--- config.mk ---
export PLATFORM = sky130hd
export DESIGN_NAME = srrip_replacement_policy_top
export DESIGN_NICKNAME = d
export VERILOG_FILES = /design/src/rtl/srrip_pkg.sv /design/src/rtl/srrip_ctrl.sv /design/src/rtl/srrip_datapath.sv /design/src/rtl/srrip_replacement_policy_top.sv
export SDC_FILE = /design/constraint.sdc
export NUM_CORES = 1
export LEC_CHECK = 0
export ABC_AREA = 0
export BUFFER_PORTS_ARGS = -buffer_cell sky130_fd_sc_hd__buf_2
export CAP_MARGIN = 20
export CORE_UTILIZATION = 65
export CTS_BUF_LIST = sky130_fd_sc_hd__clkbuf_4
export CTS_CLUSTER_DIAMETER = 60
export DETAILED_ROUTE_END_ITERATION = 12
export PLACE_DENSITY = 0.82
export SLEW_MARGIN = 30
export SYNTH_ARGS = -nofsm -noshare
export SYNTH_HDL_FRONTEND = slang
export SYNTH_SLANG_ARGS = --single-unit
--- constraint.sdc ---
create_clock -name clock -period 6.6 [get_ports clock]
set_input_delay 0.66 -clock clock [delete_from_list [all_inputs] [get_ports clock]]
set_output_delay 0.66 -clock clock [all_outputs]
set_load 0.005 [all_outputs]
--- src/rtl/srrip_pkg.sv ---
// shared types and constants for the srrip replacement directory
// used by the controller, the datapath and the top level; no dependencies
`timescale 1ns / 1ps

package srrip_pkg;

   localparam int SLOT_BITS = 4;
   localparam int PAGE_BITS = 32;

   typedef logic [1:0]           rrpv_type;
   typedef logic [SLOT_BITS-1:0] slot_type;

   localparam rrpv_type RRPV_DISTANT = 2'd3;
   localparam rrpv_type RRPV_LONG    = 2'd2;
   localparam rrpv_type RRPV_NEAR    = 2'd0;

   typedef enum logic [1:0] {
      ST_IDLE,
      ST_LOOKUP,
      ST_UPDATE
   } state_type;

   // commands from the controller to the datapath
   typedef struct packed {
      logic load_page;   // latch a new page word
      logic capture;     // register tag matches and the largest rrpv
      logic commit;      // update the directory and load the result word
   } cmd_type;

endpackage

--- src/rtl/srrip_ctrl.sv ---
// controller state machine of the srrip directory: handshakes and datapath commands
// depends on srrip_pkg
`timescale 1ns / 1ps

module srrip_ctrl
   import srrip_pkg::*;
(
   input  logic    clock,
   input  logic    reset,
   input  logic    req_tvalid,
   output logic    req_tready,
   output logic    rsp_tvalid,
   input  logic    rsp_tready,
   output cmd_type cmd
);

   state_type state_ff, state_in;
   logic      rsp_valid_ff, rsp_valid_in;
   logic      out_free;

   assign out_free   = !rsp_valid_ff || rsp_tready;
   assign rsp_tvalid = rsp_valid_ff;

   always_ff @(posedge clock) begin
      if (reset) begin
         state_ff     <= ST_IDLE;
         rsp_valid_ff <= 1'b0;
      end else begin
         state_ff     <= state_in;
         rsp_valid_ff <= rsp_valid_in;
      end
   end

   always_comb begin
      state_in      = state_ff;
      req_tready    = 1'b0;
      cmd.load_page = 1'b0;
      cmd.capture   = 1'b0;
      cmd.commit    = 1'b0;
      unique case (state_ff)
         ST_IDLE: begin
            req_tready = 1'b1;
            if (req_tvalid) begin
               state_in = ST_LOOKUP;
            end
         end
         ST_LOOKUP: begin
            cmd.capture = 1'b1;
            state_in    = ST_UPDATE;
         end
         ST_UPDATE: begin
            // wait here until the result register can take the new word
            if (out_free) begin
               cmd.commit = 1'b1;
               req_tready = 1'b1;
               state_in   = req_tvalid ? ST_LOOKUP : ST_IDLE;
            end
         end
         default: begin
            state_in = ST_IDLE;
         end
      endcase
      cmd.load_page = req_tvalid && req_tready;

      if (cmd.commit) begin
         rsp_valid_in = 1'b1;
      end else if (rsp_tready) begin
         rsp_valid_in = 1'b0;
      end else begin
         rsp_valid_in = rsp_valid_ff;
      end
   end

endmodule

--- src/rtl/srrip_datapath.sv ---
// datapath of the srrip directory: tags, valid marks, rrpvs, compare and victim pick
// depends on srrip_pkg; driven by srrip_ctrl commands
`timescale 1ns / 1ps

module srrip_datapath
   import srrip_pkg::*;
#(
   parameter int WAYS     = 16,
   parameter int TAG_BITS = 32
) (
   input  logic                 clock,
   input  logic                 reset,
   input  cmd_type              cmd,
   input  logic [PAGE_BITS-1:0] req_page,
   output logic                 rsp_hit,
   output slot_type             rsp_slot
);

   logic [PAGE_BITS-1:0] page_ff, page_in;
   logic [TAG_BITS-1:0]  tag_ff [WAYS];
   logic [TAG_BITS-1:0]  tag_in [WAYS];
   logic [WAYS-1:0]      valid_ff, valid_in;
   rrpv_type             rrpv_ff [WAYS];
   rrpv_type             rrpv_in [WAYS];
   logic [WAYS-1:0]      match_ff, match_in;
   rrpv_type             top_ff, top_in;
   logic                 hit_ff, hit_in;
   slot_type             slot_ff, slot_in;

   logic [TAG_BITS-1:0]  page_tag;
   logic [WAYS-1:0]      distant;
   logic [WAYS-1:0]      pick;
   logic [WAYS-1:0]      pick_oh;
   logic                 hit_now;
   logic                 any3, any2, any1;
   rrpv_type             lift;

   assign page_tag = TAG_BITS'(page_ff);
   assign rsp_hit  = hit_ff;
   assign rsp_slot = slot_ff;

   // lookup step: parallel compare and largest rrpv
   always_comb begin
      page_in = cmd.load_page ? req_page : page_ff;
      any3 = 1'b0;
      any2 = 1'b0;
      any1 = 1'b0;
      for (int w = 0; w < WAYS; w++) begin
         match_in[w] = cmd.capture ? (valid_ff[w] && (tag_ff[w] == page_tag)) : match_ff[w];
         any3 = any3 || (rrpv_ff[w] == 2'd3);
         any2 = any2 || (rrpv_ff[w] == 2'd2);
         any1 = any1 || (rrpv_ff[w] == 2'd1);
      end
      if (!cmd.capture) begin
         top_in = top_ff;
      end else if (any3) begin
         top_in = 2'd3;
      end else if (any2) begin
         top_in = 2'd2;
      end else if (any1) begin
         top_in = 2'd1;
      end else begin
         top_in = 2'd0;
      end
   end

   // update step: lowest set bit of the hit vector or of the oldest ways
   always_comb begin
      hit_now = |match_ff;
      lift    = rrpv_type'(RRPV_DISTANT - top_ff);
      for (int w = 0; w < WAYS; w++) begin
         distant[w] = (rrpv_ff[w] == top_ff);
      end
      pick    = hit_now ? match_ff : distant;
      pick_oh = pick & (~pick + {{(WAYS-1){1'b0}}, 1'b1});

      slot_in = '0;
      for (int w = 0; w < WAYS; w++) begin
         if (pick_oh[w]) begin
            slot_in = slot_in | slot_type'(w);
         end
      end
      hit_in = hit_now;
      if (!cmd.commit) begin
         slot_in = slot_ff;
         hit_in  = hit_ff;
      end

      for (int w = 0; w < WAYS; w++) begin
         rrpv_in[w]  = rrpv_ff[w];
         valid_in[w] = valid_ff[w];
         tag_in[w]   = tag_ff[w];
         if (cmd.commit) begin
            if (hit_now) begin
               if (pick_oh[w]) begin
                  rrpv_in[w] = RRPV_NEAR;
               end
            end else if (pick_oh[w]) begin
               rrpv_in[w]  = RRPV_LONG;
               valid_in[w] = 1'b1;
               tag_in[w]   = page_tag;
            end else begin
               rrpv_in[w] = rrpv_type'(rrpv_ff[w] + lift);
            end
         end
      end
   end

   always_ff @(posedge clock) begin
      if (reset) begin
         valid_ff <= '0;
         for (int w = 0; w < WAYS; w++) begin
            rrpv_ff[w] <= RRPV_DISTANT;
         end
      end else begin
         valid_ff <= valid_in;
         for (int w = 0; w < WAYS; w++) begin
            rrpv_ff[w] <= rrpv_in[w];
         end
      end
   end

   always_ff @(posedge clock) begin
      page_ff  <= page_in;
      match_ff <= match_in;
      top_ff   <= top_in;
      hit_ff   <= hit_in;
      slot_ff  <= slot_in;
      for (int w = 0; w < WAYS; w++) begin
         tag_ff[w] <= tag_in[w];
      end
   end

endmodule

--- src/rtl/srrip_replacement_policy_top.sv ---
// top level of the srrip replacement directory: stream ports, controller and datapath
// depends on srrip_pkg, srrip_ctrl and srrip_datapath
`timescale 1ns / 1ps

//  channel   direction   word                         accepted when
//  req_*     in          tdata[31:0] page             req_tvalid && req_tready
//  rsp_*     out         tdata[0] hit, [4:1] slot     rsp_tvalid && rsp_tready
//
//  an accepted word goes through tag compare, then update into the result register
//  back to back words are paced by the compare/update pair
//  a new word is taken in the update cycle, so the next compare sees the fresh directory
//  a stalled result holds the block in the update cycle until the output register frees
//  synchronous reset clears all valid marks and sets every rrpv to distant; no clearing pass

module srrip_replacement_policy_top
   import srrip_pkg::*;
#(
   parameter int WAYS     = 16,
   parameter int TAG_BITS = 32
) (
   input  logic        clock,
   input  logic        reset,
   input  logic        req_tvalid,
   output logic        req_tready,
   input  logic [31:0] req_tdata,    // [31:0] page
   output logic        rsp_tvalid,
   input  logic        rsp_tready,
   output logic [7:0]  rsp_tdata     // [0] hit, [4:1] slot, [7:5] zero
);

   cmd_type  cmd;
   logic     hit;
   slot_type slot;

   // controller owns both handshakes and the result valid flag
   srrip_ctrl u_ctrl (
      .clock      (clock),
      .reset      (reset),
      .req_tvalid (req_tvalid),
      .req_tready (req_tready),
      .rsp_tvalid (rsp_tvalid),
      .rsp_tready (rsp_tready),
      .cmd        (cmd)
   );

   // directory state and the result payload register
   srrip_datapath #(
      .WAYS     (WAYS),
      .TAG_BITS (TAG_BITS)
   ) u_datapath (
      .clock    (clock),
      .reset    (reset),
      .cmd      (cmd),
      .req_page (req_tdata),
      .rsp_hit  (hit),
      .rsp_slot (slot)
   );

   // result word packed from the lowest bit up, padded to a byte
   assign rsp_tdata = {3'b000, slot, hit};

endmodule

# After elaboration in Yosys (flattened, before gate mapping)
# Memories as Yosys holds them, arrays and structs flattened.
# Index checks and enable logic that the tools add are counted.
dict set report word_totals {
  register_bits 74
  ram_bits 544
  inputBits 36
  out_inout_bits 10
  elab_cells 393
  memories 2
}
dict set report op_classes {
  addsub 18
  n_eq_ne 84
  mux 155
  bitwise_logic 19
  reduce_logical 88
}
# memory words word_bits read_ports rd_clocked_by_memory_dff write_ports line_no
set mem_list {}
lappend mem_list {u_datapath.tag_ff 16 32 16 0 16 srrip_datapath.sv:20} ;# logic [TAG_BITS-1:0] tag_ff [WAYS];
lappend mem_list {u_datapath.rrpv_ff 16 2 16 0 16 srrip_datapath.sv:23} ;# rrpv_type rrpv_ff [WAYS];
# op n
set ops {}
lappend ops {{$mux W32} 48}
lappend ops {{$eq A32 B32 Y1} 16}
lappend ops {{$mux W2} 86}
lappend ops {{$eq A2 B2 Y1 const B} 33}
lappend ops {{$reduce_and A3 Y1} 16}
lappend ops {{$logic_or A1 B1 Y1} 46}
lappend ops {{$eq A2 B1 Y1 const B} 17}
lappend ops {{$add A2 B2 Y2} 16}
lappend ops {{$eq A2 B2 Y1} 16}
lappend ops {{$logic_and A1 B1 Y1} 17}
lappend ops {{$add A16 B1 Y16 const B} 1}
lappend ops {{$and A16 B16 Y16} 1}
lappend ops {{$mux W16} 1}
lappend ops {{$not A16 Y16} 1}
lappend ops {{$or A1 B1 Y1} 16}
lappend ops {{$reduce_or A16 Y1} 1}
lappend ops {{$mux W1} 14}
lappend ops {{$mux W3} 4}
lappend ops {{$reduce_or A8 Y1} 1}
lappend ops {{$pmux W2 S3} 1}
lappend ops {{$reduce_or A2 Y1} 2}
lappend ops {{$reduce_or A4 Y1} 1}
lappend ops {{$logic_not A2 Y1} 1}
lappend ops {{$ne A2 B1 Y1 const B} 1}
lappend ops {{7 further kinds} 7}

# Logic depth before layout (Yosys ltp)
# An unclocked memory read counts as a cell.
dict set report logic_depth {
  ltp_word 19
  depth_mapped 10
}

# Hierarchy
# A second synthesis with hierarchy kept.
dict set report hier_totals {
  hier_cells 1788
  hier_area_um2 26565.5
}
# mod n_inst cells_each area_each_um2
set modules_own_cells {}
lappend modules_own_cells {srrip_datapath 1 1767 26367.8}
lappend modules_own_cells {srrip_ctrl 1 16 163.9}
lappend modules_own_cells {srrip_replacement_policy_top 1 5 33.8}

# Worst setup path after synthesis
# OpenSTA, ideal clock, no wires.
dict set report synth_timing {
  path_kind {reg2reg}
  start {reg, netlist name u_datapath.top_ff[0]}
  end {mem u_datapath.tag_ff[11][0] (netlist: u_datapath.tag_ff[5][32]), enable pin}
  setup_time_ns 0.506
  arrival_ns 5.481
  required_time_ns 6.094
  setup_slack_ns 0.614
  stages_incl_launch_ff 8
  path_buffers 1
  cell_sequence {edfxtp_1 -> inv_1 -> ha_1 -> a221oi_1 -> o211ai_1 -> a2111o_1 -> buf_2 -> nor4_1}
}
# element line_no
set synth_rtl {}
lappend synth_rtl {{end: declaration} srrip_datapath.sv:20}

==> results.cfg <==
[synth]
yosysWarnings = 0
yosysSeqAreaShare = 0.679
synth_compound_area_frac = 0.0483
synth_fa_ha_area_frac = 0.00754
synthTopCellsByArea = edfxtp_1 64%, xnor2_1 14%, dfxtp_1 3.8%, xor2_1 3.4%, nand4_1 2.6%
synthCells = 1816
avgSynthCellArea_sq_um = 14.6
yosysTopAreaCell = edfxtp_1
synth-seq-cells = 618
ys_async_sr_fraction = 0
synth-xor-area-share = 0.175
synth_edf_count = 567
synth_cell_type_count = 64
syn_area_sq_um = 26600
synth_top_family_by_area = XOR/XNOR gates
synthMuxAreaShare = 0
ys.flop_type = edfxtp_1
yosysTopAreaCellShare = 0.641
yosys.area_share.simple = 0.0682

[clock_network]
root_buffer = clkbuf_4
insertion_delay_ps = 980
cts_tree = done
cts_resized = 0
cts_buffer_depth = 3
numCtsBuffers = 153
clock-sinks = 618
postCtsSetupBuffers = 0
path_clk_slew_ps = 70
ctsHtreeMaxLevel = 4
ctsHoldBuffers = 33

[route]
drtIter0Drc = 1398
ant_nets = 0
wire_per_inst_um = 25.7
routed_wl_um = 68500
vias_per_cell = 6.17
dr.pass1.iters = 6
drc = 0
vias = 16500

[power]
p_sw_frac = 0.227
totalPowerFinal_mw = 8.02
power.density_nw_per_um2 = 267
combPwrFrac = 0.061
p_int_mw = 6.19
ir_worst_vdd_mv = 0.271
p_seq_frac = 0.539
power_frac_clock = 0.400
switchingPower_mw = 1.82
power.leakage_nw = 9.77

[worst_setup_path]
crit_arrival_ps = 5030
required_ps = 7200
cp.buffers_inverters = 2
critical_path.endpoint_type = flop
cpLargestDelayFamily = compound AO/OA/AOI/OAI gates
slowest_delay_ps = 760
crit_chain = inv_1, ha_1, a221oi_1, o211ai_1, a2111o_1, or4b_1, nor2_2, buf_4
start_kind = flop
cp_max_fo = 33
critPathKind = reg2reg
slowest_stage = or4b_1

[floorplanning]
core_area_sq_um = 40000
start_util = 0.664
dieArea_sq_um = 41700
die_x_um = 204
die_height_um = 204
rows = 73
ios = 46

[global_routing]
antenna_found_initial = 1
grt_overflow = 0
grt_max_degree = 58
grt_util_all_layers = 0.341
grt_pass1_wl_um = 101000
grt_pass1_vias = 16600

[place]
portBuffers = 42
gp_congestion = 1.02
place_inst = 2362
pre_cts_ws_ps = 2280
placedInstanceArea_sq_um = 27700
detailed_place_hpwl_um = 40600

[timing]
final_max_slew_viol_count = 0
worst_pin_slew_ps = 975
fmax_mhz = 225
relSlewSlack = 0.350
setup_ws_ps = 2160
timing.hold.ws_ps = 357
hold_viol = 0
finalSetupTns_ps = 0
rsz0062_at_grt = false
fin_crit_ps = 4440
setup-violations-final = 0
skew_ps = 59.5
finalCritPeriodShare = 0.672

[layout]
final_cell_mix = 567 x edfxtp_1, 429 x xnor2_1, 235 x clkbuf_4
area_delta_synth_final_pct = 12.9
fin_area_sq_um = 30000
layout-drive-gt1-share = 0.182
nNetsFinal = 2077
fillers = 2450
fin_util = 0.750
layout_commonest_cell = edfxtp_1
layout.cells.non_filler = 2667

[job]
drv_cap = 0

[status]
status = complete, no violations

[min_path]
worst_hold_path_type = in2reg
[state kept, by name, indices dropped and copies added (netlist names)]
signal,count
u_datapath.top_ff,2
u_datapath.valid_ff,16
u_datapath.rrpv_ff,32
u_datapath.tag_ff,512
u_datapath.rsp_slot,4
u_datapath.page_ff,32
u_datapath.match_ff,16
u_ctrl.rsp_tvalid,1
u_datapath.rsp_hit,1
u_ctrl.state_ff,2
[layout make-up]
type | count | area (sq um) | share of cell area
inverter | 40 | 150 | 0.00501
tap | 525 | 657 | 0.0219
timing repair buffer | 152 | 1130 | 0.0377
clock inverter | 33 | 206 | 0.00688
sequential | 618 | 18000 | 0.602
multi-input combinational | 1060 | 8030 | 0.268
clock buffer | 235 | 1760 | 0.0588
antenna | 4 | 10.0 | 0.000334
[logic make-up after synthesis]
logic type               after synthesis
flip-flops                           618
buffers and inverters                140
other                                  1
XOR/XNOR                             532
adder cells (fa/ha/maj)               16
AND/OR/NAND/NOR                      326
AO/OA/AOI/OAI                        183
[synthesized netlist by cell type, types with 3 or more instances]
| master | instances |
|---|---|
| a222oi_1 | 3 |
| a21o_1 | 3 |
| and3_1 | 5 |
| clkbuf_1 | 77 |
| buf_4 | 7 |
| a22oi_1 | 7 |
| a41o_1 | 3 |
| inv_1 | 39 |
| dfxtp_1 | 51 |
| a31oi_1 | 16 |
| nor3_1 | 18 |
| or3_1 | 3 |
| xor2_1 | 103 |
| or4_1 | 4 |
| nand3_1 | 24 |
| o22ai_1 | 11 |
| a211oi_1 | 6 |
| buf_1 | 9 |
| nor2b_1 | 3 |
| nand2_1 | 22 |
| nand4_1 | 112 |
| a22o_1 | 3 |
| o21ai_0 | 41 |
| nor2_1 | 58 |
| a211o_1 | 7 |
| o211ai_1 | 4 |
| nand2b_1 | 6 |
| nor4_1 | 59 |
| a41oi_1 | 5 |
| a21oi_1 | 32 |
| edfxtp_1 | 567 |
| xnor2_1 | 429 |
| and2_1 | 4 |
| ha_1 | 16 |
| a221o_1 | 11 |
| a221oi_1 | 10 |
| buf_2 | 7 |
[layer usage]
layer	GRT usage	routed length (um)	vias to the layer above
met3	0.0799	5820	138
met1	0.467	28300	8220
met4	0.151	2300	0
li1	-	-	7244
met5	0	0	-
met2	0.525	32100	851
[power by group through the flow]
stage          sequential, mW  clock [mW]  combinational (mW)
3_3_place_gp             4.40           0               0.449
5_1_grt                  4.32        3.46               0.513
6_report                 4.32        3.21               0.487
4_1_cts                  4.32        3.26               0.480
3_5_place_dp             4.40           0               0.463
2_1_floorplan            4.41           0               0.268
[path summary, 6_finish.rpt]
check	from	cells after the start	to	slack, ps
max	u_datapath.top_ff[0]$_SDFFCE_PP1N_	8	u_datapath.tag_ff[6][36]$_DFFE_PP_	2160
min	req_tvalid	3	u_ctrl.state_ff[0]$_SDFFE_PP0P_	360
max reg2reg	u_datapath.top_ff[0]$_SDFFCE_PP1N_	8	u_datapath.tag_ff[6][36]$_DFFE_PP_	2160
min reg2reg	u_datapath.valid_ff[9]$_SDFFE_PP0P_	2	u_datapath.valid_ff[9]$_SDFFE_PP0P_	480
[worst min-delay path, delay by kind of cell]
kind                   cells  cell delay, ps
AND/OR/NAND/NOR            2             510
buffers and inverters      1             100
Note: power is estimated with default switching activity, not from simulation.
